===== config.mk =====
export PLATFORM = sky130hd
export DESIGN_NAME = cci_ctrl
export DESIGN_NICKNAME = d
export VERILOG_FILES = /design/src/rtl/cci_pkg.sv /design/src/rtl/cci_ctrl.sv
export SDC_FILE = /design/constraint.sdc
export NUM_CORES = 1
export LEC_CHECK = 0
export ABC_CLOCK_PERIOD_IN_PS = 1670
export BUFFER_PORTS_ARGS = -buffer_cell sky130_fd_sc_hd__buf_2
export CAP_MARGIN = 10
export CELL_PAD_IN_SITES_DETAIL_PLACEMENT = 2
export CELL_PAD_IN_SITES_GLOBAL_PLACEMENT = 2
export CORE_MARGIN = 2
export CORE_UTILIZATION = 30
export CTS_CLUSTER_SIZE = 24
export DETAILED_ROUTE_END_ITERATION = 7
export PLACE_DENSITY_LB_ADDON = 0.15
export SETUP_SLACK_MARGIN = 0.02
export SLEW_MARGIN = 40
export SYNTH_ARGS = -nofsm -noshare
export SYNTH_HDL_FRONTEND = slang
export SYNTH_SLANG_ARGS = --single-unit

===== constraint.sdc =====
create_clock -name clk -period 1.67 [get_ports clk]
set_input_delay 0.2505 -clock clk [delete_from_list [all_inputs] [get_ports clk]]
set_output_delay 0.2505 -clock clk [all_outputs]
set_load 0.05 [all_outputs]

===== src/rtl/cci_pkg.sv =====
// shared types, constants and helper functions of the curvature curve integrator
`timescale 1ns / 1ps
`default_nettype none
package cci_pkg;

  typedef logic [4:0] op_t;

  localparam op_t OP_NONE    = 5'd0;
  localparam op_t OP_RESTART = 5'd1;
  localparam op_t OP_LIMIT   = 5'd2;
  localparam op_t OP_S1      = 5'd3;
  localparam op_t OP_K1      = 5'd4;
  localparam op_t OP_K2      = 5'd5;
  localparam op_t OP_PLO     = 5'd6;
  localparam op_t OP_PHI     = 5'd7;
  localparam op_t OP_MOD     = 5'd8;
  localparam op_t OP_FOLD    = 5'd9;
  localparam op_t OP_CORDIC  = 5'd10;
  localparam op_t OP_TXA     = 5'd11;
  localparam op_t OP_TXB     = 5'd12;
  localparam op_t OP_TYA     = 5'd13;
  localparam op_t OP_TYB     = 5'd14;
  localparam op_t OP_NY      = 5'd15;
  localparam op_t OP_INCX    = 5'd16;
  localparam op_t OP_INCY    = 5'd17;
  localparam op_t OP_COMMIT  = 5'd18;
  localparam op_t OP_LOAD    = 5'd19;
  localparam op_t OP_MODQ    = 5'd20;
  localparam op_t OP_MODR    = 5'd21;

  typedef logic [1:0] cfg_idx_t;
  localparam cfg_idx_t CFG_STEP_SIZE = 2'd0;
  localparam cfg_idx_t CFG_START_X   = 2'd1;
  localparam cfg_idx_t CFG_START_Y   = 2'd2;

  typedef struct packed {
    op_t        op;
    logic [4:0] iter;
  } cci_cmd_t;

  typedef struct packed {
    logic at_limit;
  } cci_stat_t;

  localparam int CNT_W        = 10;
  localparam int COUNT_CAP    = 1023;
  localparam int CORDIC_ITERS = 30;

  localparam logic [15:0]        STEP_RESET  = 16'd6554;
  localparam logic [26:0]        TWO_PI_U    = 27'd105414357;
  // floor(2^46 / (2*pi in Q.24)) for the quotient estimate
  localparam logic [19:0]        MOD_RECIP   = 20'd667544;
  localparam logic signed [27:0] TWO_PI_Q24  = 28'sd105414357;
  localparam logic signed [27:0] PI_Q24      = 28'sd52707179;
  localparam logic signed [27:0] HALF_PI_Q24 = 28'sd26353589;
  localparam logic signed [31:0] ONE_Q30     = 32'sh4000_0000;
  localparam logic signed [33:0] GAIN_Q30    = 34'sh0_26DD_3B6A;

  function automatic logic signed [33:0] atan_q30(input logic [4:0] i);
    logic signed [33:0] v;
    case (i)
      5'd0:  v = 34'sh3243F6A8;
      5'd1:  v = 34'sh1DAC6705;
      5'd2:  v = 34'sh0FADBAFC;
      5'd3:  v = 34'sh07F56EA6;
      5'd4:  v = 34'sh03FEAB76;
      5'd5:  v = 34'sh01FFD55B;
      5'd6:  v = 34'sh00FFFAAA;
      5'd7:  v = 34'sh007FFF55;
      5'd8:  v = 34'sh003FFFEA;
      5'd9:  v = 34'sh001FFFFD;
      5'd10: v = 34'sh000FFFFF;
      5'd11: v = 34'sh0007FFFF;
      5'd12: v = 34'sh0003FFFF;
      5'd13: v = 34'sh0001FFFF;
      5'd14: v = 34'sh0000FFFF;
      5'd15: v = 34'sh00007FFF;
      5'd16: v = 34'sh00003FFF;
      5'd17: v = 34'sh00001FFF;
      5'd18: v = 34'sh00000FFF;
      5'd19: v = 34'sh000007FF;
      5'd20: v = 34'sh000003FF;
      5'd21: v = 34'sh000001FF;
      5'd22: v = 34'sh000000FF;
      5'd23: v = 34'sh0000007F;
      5'd24: v = 34'sh0000003F;
      5'd25: v = 34'sh0000001F;
      5'd26: v = 34'sh0000000F;
      5'd27: v = 34'sh00000008;
      5'd28: v = 34'sh00000004;
      5'd29: v = 34'sh00000002;
      default: v = 34'sh0;
    endcase
    return v;
  endfunction

  function automatic logic signed [31:0] sat32(input logic signed [66:0] v);
    logic signed [31:0] r;
    if (v > 67'sd2147483647) r = 32'sh7FFF_FFFF;
    else if (v < -67'sd2147483648) r = 32'sh8000_0000;
    else r = v[31:0];
    return r;
  endfunction

endpackage
`default_nettype wire


===== src/rtl/cci_ctrl.sv =====
// controller: sequences one step through the datapath and owns the handshakes
`timescale 1ns / 1ps
`default_nettype none
module cci_ctrl import cci_pkg::*; (
  input  wire logic      clk,
  input  wire logic      rst_n,
  input  wire logic      in_valid,
  input  wire logic      in_restart,
  output logic           in_ready,
  output logic           out_valid,
  input  wire logic      out_ready,
  input  wire cci_stat_t stat,
  output cci_cmd_t       cmd
);

  localparam logic [4:0] S_IDLE   = 5'd0;
  localparam logic [4:0] S_S1     = 5'd1;
  localparam logic [4:0] S_K1     = 5'd2;
  localparam logic [4:0] S_K2     = 5'd3;
  localparam logic [4:0] S_PLO    = 5'd4;
  localparam logic [4:0] S_PHI    = 5'd5;
  localparam logic [4:0] S_MODQ   = 5'd6;
  localparam logic [4:0] S_MODR   = 5'd7;
  localparam logic [4:0] S_MOD    = 5'd8;
  localparam logic [4:0] S_FOLD   = 5'd9;
  localparam logic [4:0] S_CORDIC = 5'd10;
  localparam logic [4:0] S_TXA    = 5'd11;
  localparam logic [4:0] S_TXB    = 5'd12;
  localparam logic [4:0] S_TYA    = 5'd13;
  localparam logic [4:0] S_TYB    = 5'd14;
  localparam logic [4:0] S_NY     = 5'd15;
  localparam logic [4:0] S_INCX   = 5'd16;
  localparam logic [4:0] S_INCY   = 5'd17;
  localparam logic [4:0] S_COMMIT = 5'd18;
  localparam logic [4:0] S_DONE   = 5'd19;

  logic [4:0] state_r, state_nxt;
  logic [5:0] iter_r, iter_nxt;
  logic       out_valid_r, out_valid_nxt;
  op_t        op_w;

  assign in_ready  = (state_r == S_IDLE);
  assign out_valid = out_valid_r;
  assign cmd.op    = op_w;
  assign cmd.iter  = iter_r[4:0];

  always_comb begin
    state_nxt     = state_r;
    iter_nxt      = iter_r;
    out_valid_nxt = out_valid_r && !out_ready;
    op_w          = OP_NONE;
    unique case (state_r)
      S_IDLE: begin
        if (in_valid) begin
          if (in_restart) begin
            op_w      = OP_RESTART;
            state_nxt = S_DONE;
          end else if (stat.at_limit) begin
            op_w      = OP_LIMIT;
            state_nxt = S_DONE;
          end else begin
            state_nxt = S_S1;
          end
        end
      end
      S_S1:   begin op_w = OP_S1;   state_nxt = S_K1; end
      S_K1:   begin op_w = OP_K1;   state_nxt = S_K2; end
      S_K2:   begin op_w = OP_K2;   state_nxt = S_PLO; end
      S_PLO:  begin op_w = OP_PLO;  state_nxt = S_PHI; end
      S_PHI:  begin op_w = OP_PHI;  state_nxt = S_MODQ; end
      S_MODQ: begin op_w = OP_MODQ; state_nxt = S_MODR; end
      S_MODR: begin op_w = OP_MODR; state_nxt = S_MOD; end
      S_MOD:  begin op_w = OP_MOD;  state_nxt = S_FOLD; end
      S_FOLD: begin
        op_w      = OP_FOLD;
        iter_nxt  = '0;
        state_nxt = S_CORDIC;
      end
      S_CORDIC: begin
        op_w     = OP_CORDIC;
        iter_nxt = iter_r + 6'd1;
        if (iter_r == 6'(CORDIC_ITERS - 1)) state_nxt = S_TXA;
      end
      S_TXA:    begin op_w = OP_TXA;    state_nxt = S_TXB; end
      S_TXB:    begin op_w = OP_TXB;    state_nxt = S_TYA; end
      S_TYA:    begin op_w = OP_TYA;    state_nxt = S_TYB; end
      S_TYB:    begin op_w = OP_TYB;    state_nxt = S_NY; end
      S_NY:     begin op_w = OP_NY;     state_nxt = S_INCX; end
      S_INCX:   begin op_w = OP_INCX;   state_nxt = S_INCY; end
      S_INCY:   begin op_w = OP_INCY;   state_nxt = S_COMMIT; end
      S_COMMIT: begin op_w = OP_COMMIT; state_nxt = S_DONE; end
      S_DONE: begin
        if (!out_valid_r || out_ready) begin
          op_w          = OP_LOAD;
          out_valid_nxt = 1'b1;
          state_nxt     = S_IDLE;
        end
      end
      default: state_nxt = S_IDLE;
    endcase
  end

  always_ff @(posedge clk) begin
    if (!rst_n) begin
      state_r     <= S_IDLE;
      iter_r      <= '0;
      out_valid_r <= 1'b0;
    end else begin
      state_r     <= state_nxt;
      iter_r      <= iter_nxt;
      out_valid_r <= out_valid_nxt;
    end
  end

endmodule
`default_nettype wire


==> results.md, run 1 <==
* Number of H-tree levels at 1
* Filler cell count at 322
* CP Class: flop to output pin
* Share of total power in the clock network at 0.172
* Final Hold Violating Endpoints at 0
* Site Rows at 19
* CTS tree: done
* Initial Util at 0.3089
* RSZ-0062 raised after global routing: true
* Leakage at 0.4177 nW
* Drt wl/cell at 16.18 um
* Total grt overflow at 0
* Tmin final at 1.601 ns
* Largest family of logic cells by synthesized area: compound AO/OA/AOI/OAI gates
* Reg power frac at 0.318
* Cell area after synthesis at 837.1 sq um
* Simple-gate share of the synthesized area at 0.2586
* Max Transition Viols Final at 0
* 1st-pass router iterations at 4
* Worst Path Arrival at 1.35 ns
* Worst path slowest cell: dfxtp_4
* Num CTS Buffers at 3
* WL final at 2508 um
* Core area at 2710 sq um
* Setup TNS Final at 0 ns
* Ports at 18
* CTS sink cnt at 12
* Synth Area in Compound Gates at 0.2765
* Slew @ Worst Pin at 0.2838 ns
* Synth warn at 0
* Worst Setup End Kind: output pin
* Switching pwr at 477.8 uW
* Pwr dens at 997.2 nW/um^2
* Adder-cell share of the synthesized area at 0.02990
* Sw frac at 0.4347
* Initial antenna violation count at 0
* Area grow syn2layout at 31.69%
* Clk buf depth at 2
* Max Cap Violations at 0
* Syn Inst Count at 104
* Hold crit path type: input port to flop
* Port Buf Inserts at 17
* Worst-Skew Late Latency at 0.28 ns
* Mux contribution to synthesized area at 0
* Seq/Total Area, Yosys at 0.2870
* Xor-xnor portion of the synthesized cell area at 0.03139
* DRC Markers at 0
* Worst Setup Start Kind: flop
* Status: complete, no violations
* Slew headroom at 0.8093
* Synth cell types at 39
* Synthesized area per cell at 8.049 sq um
* DP HPWL at 1898 um
* Global-route wire length before repair at 4229 um
* Fraction of layout instances using a drive strength above 1 at 0.4355
* Design area at 1102 sq um
* Yosys reg bits at 12
* Peak VDD IR at 0.5937 mV
* Combinational Power Share at 0.510
* Syn_nets at 112
* Via/cell ratio at 5.458
* Worst hold slack at 0.2592 ns
* Initial DRC count at 18
* Die width at 56.82 um
* Fin crit share at 0.9587
* Internal power at 621.4 uW
* Worst Skew at 0.004159 ns
* DP Area at 975.9 sq um
* Largest net degree at the start of global routing at 8
* Peak Freq at 624.6 MHz
* Clk slew on worst S/H paths at 0.08 ns
* Cell Chain, Critical Path: or2_4 -> nor4_4 -> buf_6
* ANT cells at 0
* Critical Path RT at 1.42 ns
* Largest stage delay on the critical path at 0.39 ns
* Overall global routing resource usage at 0.1717
* Final setup fails at 0
* Die height at 56.82 um
* CTS Root Cell: clkbuf_4
* Vias in the first global route at 827
* Post-DRT Antenna Nets at 0
* Critical-path maximum fanout at 7
* GP Congestion at 0.7924
* Die area at 3229 sq um
* Final nets at 134
* Vias at 846
## metal layers
layer  routed length, um  global-route usage  part of all wire  vias up
met5                   0                   0                 0        -
met4                  17             0.04983            0.0068        0
met3                 100             0.05300             0.040        2
met2                1182              0.2525              0.47       14
met1                1208              0.2406              0.48      418
li1                    -                   -                 -      412
## path summary, 6_finish.rpt
kind | startpoint | to | slack [ns] | cells past startpoint
worst min-delay path | rst_n | state_r[1]$_SDFFE_PN0P_ | 0.26 | 2
worst min register to register | iter_r[5]$_SDFFE_PN0P_ | iter_r[5]$_SDFFE_PN0P_ | 0.51 | 1
worst max-delay path | state_r[2]$_SDFFE_PN0P_ | in_ready | 0.07 | 3
worst max register to register | state_r[3]$_SDFFE_PN0P_ | iter_r[4]$_SDFFE_PN0P_ | 0.27 | 4
## flip-flops by register name (all words and copies together) (netlist names)
| signal | count |
|---|---|
| iter_r | 6 |
| out_valid | 1 |
| state_r | 5 |
## metrics by stage
step	util	total power [mW]	instances	setup WS, ns
global route	0.4067	1.166	155	0.001230
global placement	0.3601	0.8206	149	0.1447
finish	0.4067	1.099	155	0.06903
floorplan	-	0.7001	104	0.02874
detailed placement	0.3601	0.8291	149	0.09894
CTS	0.3874	1.080	153	0.03206
## layout make-up
class | count | area (sq um) | share of cell area
repair buffers | 28 | 196.4 | 0.1782
well taps | 31 | 38.79 | 0.03519
flip-flops and latches | 12 | 256.5 | 0.2327
multi-input cells | 76 | 569.3 | 0.5165
clock buffers | 3 | 22.52 | 0.02043
inverters | 5 | 18.77 | 0.01703
## cells in the mapped netlist
cell | n | share of area
ha_1 | 2 | 0.030
nor2b_1 | 1 | 0.0075
nand4_1 | 1 | 0.0075
nor4_4 | 1 | 0.025
inv_1 | 5 | 0.022
nor4_1 | 1 | 0.0075
a21boi_0 | 1 | 0.0090
a311oi_2 | 1 | 0.018
o2bb2ai_1 | 2 | 0.021
a221oi_1 | 1 | 0.010
nand2b_1 | 2 | 0.015
a311oi_1 | 1 | 0.010
buf_4 | 5 | 0.045
dfxtp_1 | 12 | 0.29
o211a_1 | 1 | 0.012
nor2b_4 | 1 | 0.016
nand3b_1 | 2 | 0.018
a41oi_2 | 1 | 0.019
a41oi_1 | 1 | 0.010
nor2_1 | 12 | 0.054
and3_1 | 1 | 0.0075
nor3_1 | 2 | 0.012
o211ai_1 | 2 | 0.018
o21ai_0 | 3 | 0.018
clkbuf_1 | 1 | 0.0045
buf_2 | 3 | 0.018
a21oi_1 | 8 | 0.048
and2_1 | 2 | 0.015
a211oi_1 | 3 | 0.027
nand3_1 | 5 | 0.030
o21ai_1 | 2 | 0.012
buf_6 | 2 | 0.027
xnor2_1 | 3 | 0.031
o22a_1 | 1 | 0.010
nand2_1 | 8 | 0.036
o21a_1 | 1 | 0.0090
or2_1 | 1 | 0.0075
o31a_1 | 1 | 0.010
o221a_2 | 1 | 0.013
## layout by cell type (no fill, tap or decap), types with 3 or more instances in the layout
master and count:
a21oi_1 6, buf_2 13, buf_4 10, buf_6 5, clkbuf_4 3, dfxtp_1 7, dfxtp_4 4, inv_1 5
nand2_1 7, nand3_1 5, nor2_1 10, xnor2_1 3
## cell families after synthesis
family	Yosys count
adder cells (fa/ha/maj)	2
AND/OR/NAND/NOR	40
flip-flops	12
AO/OA/AOI/OAI	31
XOR/XNOR	3
buffers and inverters	16
## repair_timing
item                                    CTS  global route
setup buffers                             1             2
hold buffers                              0             0
endpoints found under the setup margin    4             4
pin swaps                                 2             6
gates resized for setup                  16            12
## critical path, delay by kind of cell, from the launching register on
family        cells  cell delay (ns)
buf+inv           1             0.21
simple gates      2             0.48
flops             1             0.39
## power groups by stage
stage / sequential [mW] / clock (mW) / combinational [mW]
3_5_place_dp: 0.349 / 0 / 0.480
3_3_place_gp: 0.348 / 0 / 0.472
4_1_cts: 0.345 / 0.197 / 0.537
2_1_floorplan: 0.333 / 0 / 0.367
5_1_grt: 0.353 / 0.214 / 0.598
6_report: 0.349 / 0.189 / 0.561
(Power assumes the default switching activity.)
==> run 2: changes to the inputs <==
- PLACE_DENSITY: not set -> 0.81
- PLACE_DENSITY_LB_ADDON: 0.15 -> not set
==> results.md, run 2 (synthesis gave the netlist of run 1 again) <==
* Status: complete, no violations
* Slew headroom at 0.7472
* Site Rows at 19
* DP Area at 968.4 sq um
* DRC Markers at 0
* Largest net degree at the start of global routing at 10
* WHS Path Cells at 2
* DP HPWL at 1890 um
* Slew @ Worst Pin at 0.3764 ns
* Worst-case reg-to-reg path depth at 5
* Post-DRT Antenna Nets at 0
* Commonest non-fill, non-tap cell in the layout: buf_4
* Via/cell ratio at 5.525
* Most frequent cells in the layout: buf_4 (14), buf_2 (13), nor2_1 (10), nand2_1 (8), dfxtp_1 (7)
* Worst Skew at 0.007062 ns
* CTS Root Cell: clkbuf_4
* Initial antenna violation count at 0
* GP Congestion at 0.7558
* Num CTS Buffers at 3
* Number of H-tree levels at 1
* Hold bufs inserted after CTS at 0
* Clk slew on worst S/H paths at 0.09 ns
* Peak Freq at 618.5 MHz
* FF-to-FF setup slack at 0.15 ns
* Area grow syn2layout at 37.22%
* Share of total power in the clock network at 0.205
* Overall global routing resource usage at 0.1708
* Post-place setup slack at 0.06148 ns
* Ports at 18
* Die height at 56.82 um
* Initial Util at 0.3089
* Design area at 1149 sq um
* Area of the multi-input gates at 565.5 sq um
* CP Class: flop to output pin
* Final Hold Violating Endpoints at 0
* Peak VDD IR at 0.6113 mV
* Critical Path RT at 1.42 ns
* Combinational Power Share at 0.507
* Worst Slack Setup Final at 0.05319 ns
* Register area at 259.0 sq um
* Fraction of layout instances using a drive strength above 1 at 0.4496
* Total grt overflow at 0
* Core area at 2710 sq um
* Vias in the first global route at 894
* Fin crit share at 0.9682
* Final setup fails at 0
* Internal power at 696.4 uW
* Worst-Skew Late Latency at 0.28 ns
* Filler cell count at 312
* WL final at 2873 um
* Drt wl/cell at 17.96 um
* Initial DRC count at 16
* Hold crit path type: input port to flop
* Leakage at 0.4454 nW
* ANT cells at 0
* Die width at 56.82 um
* Die area at 3229 sq um
* Reg power frac at 0.288
* Max Cap Violations at 0
* Vias at 884
* Critical-path maximum fanout at 4
* Max Transition Viols Final at 0
* Port Buf Inserts at 17
* Worst hold slack at 0.2410 ns
* Worst Setup Start Kind: flop
* Tmin final at 1.617 ns
* Final nets at 138
* Clk buf depth at 2
* Global-route wire length before repair at 4243 um
* Max reg flops at 6
* CTS sink cnt at 12
* 1st-pass router iterations at 3
* Switching pwr at 502.6 uW
* Biggest register: iter_r
* Worst Setup End Kind: output pin
* Sw frac at 0.4192
* Pwr dens at 1044 nW/um^2
* Worst Path Arrival at 1.37 ns
* CTS tree: done
-- run 2: power by group through the flow --
stage	logic, mW	registers (mW)	clock network, mW
after floorplan	0.367	0.333	0
after global placement	0.454	0.348	0
after detailed placement	0.462	0.350	0
after CTS	0.522	0.353	0.253
after global routing	0.648	0.350	0.268
final	0.608	0.346	0.246
-- run 2: through the flow --
stage | power [mW] | setup TNS [ns] | std cells | util
2_1_floorplan | 0.7001 | 0 | 104 | -
3_3_place_gp | 0.8026 | 0 | 148 | 0.3573
3_5_place_dp | 0.8117 | 0 | 148 | 0.3573
4_1_cts | 1.128 | 0 | 153 | 0.3924
5_1_grt | 1.266 | -0.02316 | 160 | 0.4238
6_report | 1.199 | 0 | 160 | 0.4238
-- run 2: area by class of cell --
class,instances,area share
repair buffers,32,0.2004
flip-flops and latches,12,0.2255
multi-input cells,76,0.4924
well taps,31,0.03377
clock buffers,4,0.03159
inverters,5,0.01634
-- run 2: repair_timing --
item,in CTS,in global routing
buffers inserted,1,7
gates resized for setup,19,10
endpoints found under the setup margin,5,4
pin swaps,2,7
-- run 2: critical path, cell delays in order, from the launching register on --
cell     delay, ns
dfxtp_4       0.37
and2_1        0.19
a21oi_2       0.13
nand2_1       0.10
a21oi_4       0.13
buf_6         0.17
-- run 2: worst paths after layout --
path | start | to
max reg2reg | state_r[4]$_SDFFE_PN0P_ | iter_r[4]$_SDFFE_PN0P_
max | state_r[0]$_SDFFE_PN0P_ | cmd[9]
min reg2reg | iter_r[5]$_SDFFE_PN0P_ | iter_r[5]$_SDFFE_PN0P_
min | rst_n | state_r[1]$_SDFFE_PN0P_
-- run 2: metal layers --
layer	GRT usage	vias to the layer above	part of all wire
met5	0	-	0
met4	0.06977	0	0.015
met3	0.02074	4	0.021
met2	0.3073	16	0.55
met1	0.2028	442	0.41
li1	-	422	-
==> run 3: changes to the inputs <==
- CELL_PAD_IN_SITES_DETAIL_PLACEMENT: 2 -> 0
- CELL_PAD_IN_SITES_GLOBAL_PLACEMENT: 2 -> 1
- CORE_UTILIZATION: 30 -> 38
- GPL_TIMING_DRIVEN: not set -> 0
==> results.md, run 3 (synthesis gave the netlist of run 1 again) <==
* Critical-path maximum fanout at 6
* Sw frac at 0.4148
* Peak VDD IR at 0.5549 mV
* CTS tree: done
* Via/cell ratio at 5.165
* Vias in the first global route at 725
* Die height at 50.94 um
* Biggest register: iter_r
* Die width at 50.94 um
* Tmin final at 1.631 ns
* CP Class: flop to output pin
* Worst-Skew Late Latency at 0.27 ns
* Worst setup path end: in_ready
* Num CTS Buffers at 3
* Design area at 1149 sq um
* DP Area at 989.7 sq um
* Pwr dens at 946.3 nW/um^2
* Die area at 2594 sq um
* Initial Util at 0.4140
* FF-to-FF setup slack at 0.08 ns
* Slew headroom at 0.7096
* Core area at 2022 sq um
* Worst Setup End Kind: output pin
* CTS Root Cell: clkbuf_4
* Max Cap Violations at 0
* Internal power at 636.1 uW
* Max reg flops at 6
* Site Rows at 16
* Clk buf depth at 2
* Reg power frac at 0.310
* Leakage at 0.4591 nW
* DP HPWL at 1368 um
* Combinational Power Share at 0.526
* Power Total at 1.087 mW
* Switching pwr at 450.9 uW
* Post-Route Utilization at 0.5681
* GP Congestion at 0.8296
* Share of total power in the clock network at 0.164
* Max Transition Viols Final at 0
* Fin crit share at 0.9765
* Initial DRC count at 20
* Overall global routing resource usage at 0.1642
* Slew @ Worst Pin at 0.4323 ns
* Final nets at 141
* RSZ-0062 raised after global routing: true
* Final Hold Violating Endpoints at 0
* DRC Markers at 0
* Worst hold slack at 0.2558 ns
* Reg2reg end: iter_r[3]$_SDFFE_PN0P_
* Total grt overflow at 0
* 1st-pass router iterations at 4
* Worst setup path start: state_r[2]$_SDFFE_PN0P_
* Clk slew on worst S/H paths at 0.07 ns
* Worst r2r src: state_r[2]$_SDFFE_PN0P_
* Fraction of layout instances using a drive strength above 1 at 0.4427
* Most frequent cells in the layout: buf_4 (13), buf_2 (13), nor2_1 (10), buf_6 (8), dfxtp_1 (8)
* Peak Freq at 613.2 MHz
* Post-DRT Antenna Nets at 0
* Hold crit path type: input port to flop
* ANT cells at 0
* Worst Path Arrival at 1.38 ns
* Number of H-tree levels at 1
* Filler cell count at 200
* Worst Setup Start Kind: flop
* Critical Path RT at 1.42 ns
* Hold bufs inserted after CTS at 0
* Worst Skew at 0.005312 ns
* Initial antenna violation count at 0
* Largest net degree at the start of global routing at 11
* Status: complete, no violations
* Final setup fails at 0
* Worst-case reg-to-reg path depth at 6
* WL final at 1932 um
* CTS sink cnt at 12
* Port Buf Inserts at 17
* Global-route wire length before repair at 3291 um
* Vias at 816
* Drt wl/cell at 12.23 um
* Ports at 18
* Area grow syn2layout at 37.22%
==> run 3: critical path, cell delays in order, from the launching register on <==
cell and delay [ns]:
dfxtp_2 0.32, buf_6 0.13, or2_4 0.26, nor4_4 0.20, buf_6 0.21
==> run 3: how the worst min path moves through the flow <==
stage	slack (ns)	endpoint	start	cells after the start
after floorplan	0.37	state_r[0]$_SDFFE_PN0P_	rst_n	1
after global placement	0.47	iter_r[5]$_SDFFE_PN0P_	iter_r[5]$_SDFFE_PN0P_	1
after detailed placement	0.47	iter_r[5]$_SDFFE_PN0P_	iter_r[5]$_SDFFE_PN0P_	1
after CTS	0.26	state_r[1]$_SDFFE_PN0P_	rst_n	2
after global routing	0.28	state_r[1]$_SDFFE_PN0P_	rst_n	2
final	0.26	state_r[1]$_SDFFE_PN0P_	rst_n	2
==> run 3: layout make-up <==
| cell class | count | area (sq um) | share of cell area |
|---|---|---|---|
| multi-input cells | 76 | 559.3 | 0.4869 |
| inverters | 5 | 18.77 | 0.01634 |
| plain buffers | 10 | 96.34 | 0.08388 |
| clock buffers | 3 | 22.52 | 0.01961 |
| flip-flops and latches | 12 | 247.7 | 0.2157 |
| repair buffers | 25 | 170.2 | 0.1481 |
| well taps | 27 | 33.78 | 0.02941 |
==> run 3: power groups by stage <==
| stage | Combinational, mW | Clock (mW) | Sequential (mW) |
|---|---|---|---|
| after floorplan | 0.367 | 0 | 0.333 |
| final | 0.572 | 0.178 | 0.337 |
| after global placement | 0.448 | 0 | 0.334 |
| after CTS | 0.526 | 0.183 | 0.334 |
| after global routing | 0.615 | 0.197 | 0.340 |
| after detailed placement | 0.449 | 0 | 0.336 |
==> run 3: through the flow <==
step / std cells / setup WS [ns] / TNS, ns
6_report: 158 / 0.03916 / 0
3_5_place_dp: 148 / -0.1496 / -0.2059
3_3_place_gp: 148 / -0.1201 / -0.1553
4_1_cts: 153 / 0.009276 / 0
2_1_floorplan: 104 / 0.02874 / 0
5_1_grt: 158 / -0.03908 / -0.07946
==> run 3: metal layers <==
| layer | global-route usage | vias up | routed length (um) | part of all wire |
|---|---|---|---|---|
| met4 | 0.01351 | 0 | 0 | 0 |
| met3 | 0.05263 | 0 | 111 | 0.057 |
| met2 | 0.2641 | 22 | 910 | 0.47 |
| met1 | 0.2228 | 371 | 910 | 0.47 |
| met5 | 0 | - | 0 | 0 |
| li1 | - | 423 | - | - |
==> run 3: what timing repair did <==
item	in CTS	in global routing
buffers inserted	3	5
pin swaps	2	5
endpoints found under the setup margin	5	4
gates resized for setup	20	9
gates cloned	0	0
